[src/rtl/hamc_pkg.sv]
// shared types and constants for the half-precision alpha matte compositor
`timescale 1ns / 1ps
package hamc_pkg;

  localparam int unsigned ChW      = 8;
  localparam int unsigned FracBits = 24;
  localparam int unsigned NumCh    = 3;

  localparam logic [4:0] ExpMax  = 5'h1F;
  localparam logic [4:0] ExpOne  = 5'd15;

  // configuration register indexes
  localparam logic [1:0] CFG_BG_C0 = 2'd0;
  localparam logic [1:0] CFG_BG_C1 = 2'd1;
  localparam logic [1:0] CFG_BG_C2 = 2'd2;

  localparam logic [ChW-1:0] BG_C0_RST = 8'd0;
  localparam logic [ChW-1:0] BG_C1_RST = 8'd255;
  localparam logic [ChW-1:0] BG_C2_RST = 8'd0;

  typedef enum logic [1:0] {
    MODE_BG,
    MODE_FG,
    MODE_MIX
  } mode_e;

  typedef logic [NumCh-1:0][ChW-1:0] pixel_t;

  typedef struct packed {
    mode_e               mode;
    logic [FracBits-1:0] alpha_fx;
  } decode_t;

  typedef struct packed {
    logic s2_en;
    logic s3_en;
  } stage_en_t;

endpackage

[src/rtl/hamc_decode.sv]
// stage 1: half-precision alpha decode to 24-bit fixed point plus blend mode
`timescale 1ns / 1ps
module hamc_decode (
  input  logic                     clk_i,
  input  logic                     en_i,
  input  logic [15:0]              alpha_half_i,
  input  hamc_pkg::pixel_t         fg_i,
  output hamc_pkg::decode_t        dec_o,
  output hamc_pkg::pixel_t         fg_o
);

  logic                          sign;
  logic [4:0]                    ex;
  logic [9:0]                    fr;
  logic                          is_nan;
  logic                          is_zero;
  logic [hamc_pkg::FracBits-1:0] mant;
  hamc_pkg::decode_t             dec_d, dec_q;
  hamc_pkg::pixel_t              fg_q;

  assign sign    = alpha_half_i[15];
  assign ex      = alpha_half_i[14:10];
  assign fr      = alpha_half_i[9:0];
  assign is_nan  = (ex == hamc_pkg::ExpMax) && (fr != 10'd0);
  assign is_zero = (ex == 5'd0) && (fr == 10'd0);
  assign mant    = {13'd0, 1'b1, fr};

  always_comb begin
    dec_d.mode     = hamc_pkg::MODE_BG;
    dec_d.alpha_fx = '0;
    if (is_nan || sign || is_zero) begin
      dec_d.mode = hamc_pkg::MODE_BG;
    end else if (ex >= hamc_pkg::ExpOne) begin
      dec_d.mode = hamc_pkg::MODE_FG;
    end else begin
      dec_d.mode = hamc_pkg::MODE_MIX;
      // subnormal keeps the raw fraction, normal gets the hidden one
      if (ex == 5'd0) begin
        dec_d.alpha_fx = {14'd0, fr};
      end else begin
        dec_d.alpha_fx = mant << (ex - 5'd1);
      end
    end
  end

  always_ff @(posedge clk_i) begin
    if (en_i) begin
      dec_q <= dec_d;
      fg_q  <= fg_i;
    end
  end

  assign dec_o = dec_q;
  assign fg_o  = fg_q;

endmodule

[src/rtl/hamc_mix_lane.sv]
// stages 2 and 3 of one color channel: weighted products, then sum and select
`timescale 1ns / 1ps
module hamc_mix_lane (
  input  logic                         clk_i,
  input  hamc_pkg::stage_en_t          en_i,
  input  hamc_pkg::decode_t            dec_i,
  input  logic [hamc_pkg::ChW-1:0]     fg_i,
  input  logic [hamc_pkg::ChW-1:0]     bg_i,
  output logic [hamc_pkg::ChW-1:0]     out_o
);

  localparam int unsigned ProdW = hamc_pkg::ChW + hamc_pkg::FracBits;

  logic [hamc_pkg::FracBits-1:0] inv_a;
  logic [ProdW-1:0]              p_fg_d, p_fg_q;
  logic [ProdW-1:0]              p_bg_d, p_bg_q;
  logic [ProdW-1:0]              sum;
  hamc_pkg::mode_e               mode_q;
  logic [hamc_pkg::ChW-1:0]      fg_q;
  logic [hamc_pkg::ChW-1:0]      out_d, out_q;

  // alpha is nonzero in mix mode, so 2^24 - alpha fits in 24 bits
  assign inv_a  = (~dec_i.alpha_fx) + 1'b1;
  assign p_fg_d = ProdW'(fg_i) * ProdW'(dec_i.alpha_fx);
  assign p_bg_d = ProdW'(bg_i) * ProdW'(inv_a);

  always_ff @(posedge clk_i) begin
    if (en_i.s2_en) begin
      p_fg_q <= p_fg_d;
      p_bg_q <= p_bg_d;
      mode_q <= dec_i.mode;
      fg_q   <= fg_i;
    end
  end

  // convex mix of two bytes never exceeds 255 * 2^24
  assign sum = p_fg_q + p_bg_q;

  always_comb begin
    case (mode_q)
      hamc_pkg::MODE_FG:  out_d = fg_q;
      hamc_pkg::MODE_MIX: out_d = sum[ProdW-1:hamc_pkg::FracBits];
      default:            out_d = bg_i;
    endcase
  end

  always_ff @(posedge clk_i) begin
    if (en_i.s3_en) begin
      out_q <= out_d;
    end
  end

  assign out_o = out_q;

endmodule

[src/rtl/half_alpha_matte_composite.sv]
// top level of the half-precision alpha matte compositor
`timescale 1ns / 1ps
// Composites one pixel per clock: alpha (IEEE half) selects background for
// zero, negative or NaN, foreground for alpha >= 1, and otherwise blends
// bg + alpha*(fg - bg) exactly in 24-bit fixed point, truncated. Three
// register stages (decode, multiply, sum/select) lie between input transfer
// and output valid; with the output side ready the block takes one pixel
// every cycle, and a stall holds every stage without losing data. The user
// must write background registers through the cfg port only while the
// pipeline is empty, not enforced by the block; cfg_ready_o is always high.
module half_alpha_matte_composite (
  input  logic        clk_i,
  input  logic        rst_ni,
  input  logic        s_axis_tvalid_i,
  output logic        s_axis_tready_o,
  input  logic [39:0] s_axis_tdata_i,  // alpha_half[15:0], fg_c0, fg_c1, fg_c2
  output logic        m_axis_tvalid_o,
  input  logic        m_axis_tready_i,
  output logic [23:0] m_axis_tdata_o,  // out_c0[7:0], out_c1, out_c2
  input  logic        cfg_valid_i,
  output logic        cfg_ready_o,
  input  logic [1:0]  cfg_index_i,
  input  logic [7:0]  cfg_data_i
);

  logic                          v1_q, v2_q, v3_q;
  logic                          rdy1, rdy2, rdy3;
  logic                          en1;
  hamc_pkg::stage_en_t           lane_en;
  hamc_pkg::pixel_t              fg_in;
  hamc_pkg::pixel_t              fg_s1;
  hamc_pkg::pixel_t              bg_q;
  hamc_pkg::pixel_t              out_px;
  hamc_pkg::decode_t             dec_s1;

  assign rdy3 = !v3_q || m_axis_tready_i;
  assign rdy2 = !v2_q || rdy3;
  assign rdy1 = !v1_q || rdy2;
  assign en1  = rdy1 && s_axis_tvalid_i;

  assign lane_en.s2_en = rdy2 && v1_q;
  assign lane_en.s3_en = rdy3 && v2_q;

  assign s_axis_tready_o = rdy1;
  assign m_axis_tvalid_o = v3_q;
  assign cfg_ready_o     = 1'b1;

  always_ff @(posedge clk_i or negedge rst_ni) begin
    if (!rst_ni) begin
      v1_q <= 1'b0;
      v2_q <= 1'b0;
      v3_q <= 1'b0;
    end else begin
      if (rdy1) v1_q <= s_axis_tvalid_i;
      if (rdy2) v2_q <= v1_q;
      if (rdy3) v3_q <= v2_q;
    end
  end

  always_ff @(posedge clk_i or negedge rst_ni) begin
    if (!rst_ni) begin
      bg_q[0] <= hamc_pkg::BG_C0_RST;
      bg_q[1] <= hamc_pkg::BG_C1_RST;
      bg_q[2] <= hamc_pkg::BG_C2_RST;
    end else if (cfg_valid_i) begin
      unique case (cfg_index_i)
        hamc_pkg::CFG_BG_C0: bg_q[0] <= cfg_data_i;
        hamc_pkg::CFG_BG_C1: bg_q[1] <= cfg_data_i;
        hamc_pkg::CFG_BG_C2: bg_q[2] <= cfg_data_i;
        default: ;
      endcase
    end
  end

  assign fg_in[0] = s_axis_tdata_i[23:16];
  assign fg_in[1] = s_axis_tdata_i[31:24];
  assign fg_in[2] = s_axis_tdata_i[39:32];

  hamc_decode u_decode (
    .clk_i        (clk_i),
    .en_i         (en1),
    .alpha_half_i (s_axis_tdata_i[15:0]),
    .fg_i         (fg_in),
    .dec_o        (dec_s1),
    .fg_o         (fg_s1)
  );

  for (genvar c = 0; c < hamc_pkg::NumCh; c++) begin : g_lane
    hamc_mix_lane u_lane (
      .clk_i (clk_i),
      .en_i  (lane_en),
      .dec_i (dec_s1),
      .fg_i  (fg_s1[c]),
      .bg_i  (bg_q[c]),
      .out_o (out_px[c])
    );
  end

  assign m_axis_tdata_o = {out_px[2], out_px[1], out_px[0]};

endmodule

[config.mk]
export PLATFORM = sky130hd
export DESIGN_NAME = half_alpha_matte_composite
export DESIGN_NICKNAME = d
export VERILOG_FILES = /design/src/rtl/hamc_pkg.sv /design/src/rtl/hamc_decode.sv /design/src/rtl/hamc_mix_lane.sv /design/src/rtl/half_alpha_matte_composite.sv
export SDC_FILE = /design/constraint.sdc
export NUM_CORES = 2
export LEC_CHECK = 0
export ABC_AREA = 0
export BUFFER_PORTS_ARGS = -buffer_cell sky130_fd_sc_hd__buf_2
export CORE_MARGIN = 2
export CORE_UTILIZATION = 50
export DETAILED_ROUTE_END_ITERATION = 6
export GPL_ROUTABILITY_DRIVEN = 0
export HOLD_SLACK_MARGIN = 0.06
export PLACE_DENSITY = 0.67
export SLEW_MARGIN = 20
export SYNTH_ARGS = -nofsm -noshare
export SYNTH_HDL_FRONTEND = slang
export SYNTH_SLANG_ARGS = --single-unit
[constraint.sdc]
create_clock -name clk_i -period 17.1 [get_ports clk_i]
set_input_delay 1.71 -clock clk_i [delete_from_list [all_inputs] [get_ports clk_i]]
set_output_delay 1.71 -clock clk_i [all_outputs]
set_load 0.1 [all_outputs]
==> Word level (Yosys, flattened, before mapping) <==
Cells that the tools add are included.
{ "word_totals": {"register_bits": 319, "latch_bits": 0, "ram_bits": 0, "rom_bits": 0, "out_inout_bits": 27, "wordCells": 71, "n_memories": 0} }
{ "op_classes": {"addsub": 5, "mul": 6, "div_mod_pow": 0, "n_lt_le_gt_ge": 1, "eq_ne": 5, "shift": 1, "n_mux": 5, "n_bitwise": 1, "n_reduce_logical": 22} }
{ "ops": {"columns": ["cell", "n"], "rows": [
  ["8-bit by 24-bit multiplier with 32-bit output", 6],
  ["32-bit adder", 3],
  ["8-bit case mux with 2 select lines", 3],
  ["24-bit by 1-bit adder with 24-bit output (second input constant)", 1],
  ["24-bit NOT", 1],
  ["11-bit by 5-bit << shifter with 24-bit output", 1],
  ["10-bit logical NOT", 1],
  ["10-bit 2-to-1 mux", 1],
  ["10-bit nonzero test", 1],
  ["2-bit AND reduction", 3],
  ["5-bit == test (second input constant)", 1],
  ["5-bit by 4-bit greater-or-equal comparator with 1-bit output (second input constant)", 1],
  ["1-bit logical AND", 5],
  ["5-bit logical NOT", 1],
  ["1-bit logical OR", 5],
  ["5-bit by 1-bit subtractor with 5-bit output (second input constant)", 1],
  ["2-bit by 1-bit == test with 1-bit output (second input constant)", 2],
  ["2-bit == test (second input constant)", 2],
  ["1-bit logical NOT", 3],
  ["3-bit OR reduction", 1],
  ["2-bit logical NOT", 1],
  ["2-bit 2-to-1 mux", 1],
  ["2-bit OR reduction", 1]
]} }

==> Logic depth before layout (Yosys ltp) <==
{ "logic_depth": {"ltp_word": 5, "mapped_depth": 27} }

==> Modules after synthesis <==
Synthesis repeated with hierarchy kept, for this count alone.
{ "hier_totals": {"cells_unflattened": 5428, "area_unflattened_um2": 51937.3} }
{ "by_module_without_submodules": {"columns": ["module", "n_inst", "cells_per_inst", "area_each_um2", "seq_area_each_um2"], "rows": [
  ["hamc_mix_lane at g_lane[1].u_lane", 1, 1763, 16271.9, 2462.4],
  ["hamc_mix_lane at g_lane[0].u_lane", 1, 1738, 16151.7, 2462.4],
  ["hamc_mix_lane at g_lane[2].u_lane", 1, 1659, 15747.6, 2462.4],
  ["hamc_decode", 1, 203, 2697.6, 1501.4],
  ["half_alpha_matte_composite", 1, 65, 1068.5, 685.7]
]} }

==> Worst setup path before layout <==
OpenSTA, ideal clock, no wires.
{ "synth_timing": {"kind": "input to register", "startpoint": "input m_axis_tready_i", "endpoint": "register g_lane[0].u_lane.fg_q[0] in the netlist's numbering (enable)", "setup_time_ns": 0.605, "t_arrival_ns": 6.770, "slack_ns": 9.725, "stages": 3, "path_cell_list": "nor2b_1 -> nand2_1 -> and2_1"} }
{ "synth_lines": {"columns": ["element", "line", "source"], "rows": [
  ["start, declared", "half_alpha_matte_composite.sv:18", "input logic m_axis_tready_i,"],
  ["end signal, assigned", "hamc_mix_lane.sv:32", "fg_q <= fg_i;"],
  ["end, declared", "hamc_mix_lane.sv:19", "logic [hamc_pkg::ChW-1:0] fg_q;"]
]} }

==> Final worst setup path <==
{ "layout_timing": {"startpoint": "register u_decode.dec_q (netlist bit u_decode.dec_o[0])", "endpoint": "register g_lane[0].u_lane.p_bg_q[28] (data pin)"} }
{ "layout_between": {"elab_chain_cells": 3} }
{ "layout_lines": {"columns": ["element", "line", "source"], "rows": [
  ["start, declared", "hamc_decode.sv:18", "hamc_pkg::decode_t dec_d, dec_q;"],
  ["start signal, assigned", "hamc_decode.sv:48", "dec_q <= dec_d;"],
  ["24-bit NOT", "hamc_mix_lane.sv:23", "assign inv_a = (~dec_i.alpha_fx) + 1'b1;"],
  ["24-bit by 1-bit adder with 24-bit output", "hamc_mix_lane.sv:23", null],
  ["8-bit by 24-bit multiplier with 32-bit output", "hamc_mix_lane.sv:25", "assign p_bg_d = ProdW'(bg_i) * ProdW'(inv_a);"],
  ["net g_lane[0].u_lane.p_bg_d[28]", "hamc_mix_lane.sv:16", "logic [ProdW-1:0] p_bg_d, p_bg_q;"],
  ["end signal, assigned", "hamc_mix_lane.sv:30", "p_bg_q <= p_bg_d;"],
  ["end, declared", "hamc_mix_lane.sv:16", null]
]} }
The timed path passes the listed nets, and every way through them passes these cells.
A chain may end at the register's enable or synchronous reset.

==> results.sh <==
export IMPL_status="finished, final reports clean"
export IMPL_hold_viol=0
export IMPL_crit_top_cell="fa_1"
export IMPL_end_kind="register"
export IMPL_timing_setup_tns_ps=0
export IMPL_yosys_area_share_simple_pct=17.9
export IMPL_fp_row_count=115
export IMPL_final_max_slew_violation_count=0
export IMPL_clkLatencyLatePin_ps=640
export IMPL_hpwl_um=94400
export IMPL_syn_to_final_growth_pct=6.82
export IMPL_cp_start_kind="register"
export IMPL_hold_class="reg -> reg"
export IMPL_path_max_fanout=45
export IMPL_fmax_mhz=127
export IMPL_wl_met3_um=10700
export IMPL_cts_resized=0
export IMPL_hold_buffers=0
export IMPL_synth_compound_area_share_pct=8.43
export IMPL_setup_violations=0
export IMPL_fin_crit_sh_pct=45.9
export IMPL_cts_buffers=44
export IMPL_cts_tree="yes"
export IMPL_finalCriticalPeriod_ps=7850
export IMPL_synth_top_family_by_area="adder cells"
export IMPL_async_flop_share_pct=8.46
export IMPL_critPathKind="reg -> reg"
export IMPL_drive_gt1_share_pct=6.18
export IMPL_slowest_delay_ps=670
export IMPL_synthFlopType="edfxtp_1"
export IMPL_die_area_um2=101000
export IMPL_post_cts_buffers=0
export IMPL_core_um2=98100
export IMPL_grt_start_max_net_pins=150
export IMPL_vias_per_cell=5.59
export IMPL_grtUsageTotal_pct=25.6
export IMPL_max_slew_margin_pct=24.4
export IMPL_max_cap_violations=0
export IMPL_syn_area_um2=49300
export IMPL_die_w_um=318
export IMPL_drt_iter0_drc=2660
export IMPL_crit_buf_inv=5
export IMPL_numClockSinks=319
export IMPL_start_util_pct=50.2
export IMPL_yosysTopAreaCell="fa_1"
export IMPL_tightestPinTransition_ps=1130
export IMPL_wl_per_cell_um=20.1
export IMPL_clk_pin_slew_ps=60
export IMPL_synth_nets=6281
export IMPL_wl_met2_um=57700
export IMPL_synth_seq_cells=319
export IMPL_routed_wl_um=127000
export IMPL_vias=35200
export IMPL_drc_errors=0
export IMPL_synth_edf_count=292
export IMPL_yosysUniqueCellTypes=84
export IMPL_crit_required_ps=17450
export IMPL_wl_met1_um=54900
export IMPL_root_buffer="clkbuf_16"
export IMPL_firstDrtPassIters=6
export IMPL_antenna_found_initial=8
export IMPL_highest_layer="met5"
export IMPL_avgSynthCellArea_um2=9.81
export IMPL_reg2reg_slack_ps=9250
export IMPL_synthMuxAreaShare_pct=0.949
export IMPL_io_pins=82
export IMPL_io_buffers=80
export IMPL_die_y_um=318
export IMPL_netlist_instances=5026
export IMPL_ys_seq_area_share_pct=19.2
export IMPL_synth_xor_area_share_pct=3.57
export IMPL_overflow=0
export IMPL_ant_nets=0
export IMPL_critPathSlowestCell="nor4_1"
export IMPL_crit_family="adder cells"
export IMPL_yosysTopAreaCellShare_pct=32.2
export IMPL_fill_cells=8790
export IMPL_grt_first_pass_wirelength_um=202000
export IMPL_cts_htree_levels=2
export IMPL_grt_pass1_vias=36100
export IMPL_fin_nets=6234
export IMPL_synth_area_leaders="fa_1, edfxtp_1, ha_1, and2_1, inv_1"
export IMPL_ys_warn_count=0
export IMPL_synth_adder_area_share_pct=42.5
export IMPL_clockBufferDepth=3
export IMPL_cp_arrival_ps=8210
export IMPL_fin_skew_ps=44.8
export IMPL_rsz0062_at_grt="no"
## cell usage after synthesis (7+ instances only)
cell and number:
nand3b_1 8, xnor2_1 138, nor2_1 126, o21ai_0 85, nand3_1 50, nand4_1 17, a31o_2 12, and4_1 7
and3_1 34, nor3_1 39, a22o_1 7, o211ai_1 12, o31ai_1 15, dfrtp_1 19, a21oi_1 181, nand2b_1 33
nor2b_1 28, nand2_1 490, a22oi_1 21, fa_1 792, o21bai_1 19, a211oi_1 25, ha_1 408, buf_1 7
inv_1 736, or3_1 15, a21o_1 105, xor2_1 63, and2_1 786, o21a_1 23, a21boi_0 7, a31oi_1 23
or2_2 8, clkbuf_1 230, mux2_2 28, dfstp_2 8, a221oi_1 10, mux2i_1 13, edfxtp_1 292
## worst reg2reg max path: cells and delay by family (launching register included)
| family | cells | cell delay, ps |
|---|---|---|
| fa+ha+maj | 6 | 2570 |
| simple gates | 8 | 1950 |
| compound gates | 5 | 1080 |
| buf+inv | 5 | 1020 |
| xor+xnor | 2 | 610 |
| flops | 1 | 360 |
## layout by cell type, fill, tap and decap left out, types with 44 or more instances in the layout
cell type / instances
buf_2: 80
fa_1: 792
nand3_1: 50
edfxtp_1: 292
xor2_1: 58
o21ai_0: 85
xnor2_1: 126
inv_1: 736
ha_1: 408
and2_1: 784
nand2_1: 490
clkbuf_16: 44
a21o_1: 105
a21oi_1: 181
buf_4: 64
nor2_1: 126
## registers in the layout, indices dropped and copies added (netlist names)
register              flops
g_lane.u_lane.p_bg_q     96
v1_q                      1
g_lane.u_lane.out_o      24
g_lane.u_lane.p_fg_q     96
u_decode.dec_o           26
m_axis_tvalid_o           1
bg_q                     24
g_lane.u_lane.mode_q      2
g_lane.u_lane.fg_q       24
u_decode.fg_o            24
v2_q                      1
## layer usage
| layer | global-route usage [%] | up-vias |
|---|---|---|
| li1 | - | 16000 |
| met1 | 35.9 | 18000 |
| met2 | 40.5 | 1096 |
| met3 | 5.31 | 152 |
| met4 | 6.66 | 2 |
| met5 | 0 | - |
## worst paths after layout
path	cells after the start	from	to
hold / removal	0	u_decode.dec_o[25]	g_lane[1].u_lane.mode_q[1]
setup reg to reg	26	u_decode.dec_o[0]	g_lane[0].u_lane.p_bg_q[28]
hold reg to reg	0	u_decode.dec_o[25]	g_lane[1].u_lane.mode_q[1]
min in group asynchronous	1	rst_ni	bg_q[6]
setup / recovery	26	u_decode.dec_o[0]	g_lane[0].u_lane.p_bg_q[28]
max in group asynchronous	1	rst_ni	v2_q
## area by class of cell
cell class / instances / area [um^2] / area share, %
clock inverters: 29 / 410 / 0.779
well taps: 1287 / 1610 / 3.06
diodes: 1 / 2.50 / 0.00475
repair buffers: 146 / 916 / 1.74
inverters: 738 / 2770 / 5.26
clock buffers: 52 / 1170 / 2.22
multi-input cells: 3730 / 36300 / 69.0
flip-flops and latches: 319 / 9450 / 18.0
## kinds of logic (layout without fill, tap and decap cells)
kind of cell | count (synthesis) | in the layout
XOR/XNOR | 201 | 201
other | 1 | 2
multiplexers | 42 | 42
AO/OA/AOI/OAI | 623 | 623
flip-flops | 319 | 319
buffers and inverters | 977 | 965
adder cells (fa/ha/maj) | 1200 | 1200
AND/OR/NAND/NOR | 1663 | 1663
## metrics by stage
step,setup slack [ps],hold slack (ps),cells,utilization (%),instance area (um^2)
after floorplan,9720,400,5026,-,49300
after global placement,9620,401,6219,52.0,51100
after detailed placement,9420,410,6219,52.0,51100
after CTS,9350,424,6300,53.7,52600
after global routing,8760,447,6301,53.7,52700
final,9250,423,6302,53.7,52700
Power is not shown: default switching activity piles up to over one toggle a cycle in this logic, so the estimate is an artifact.
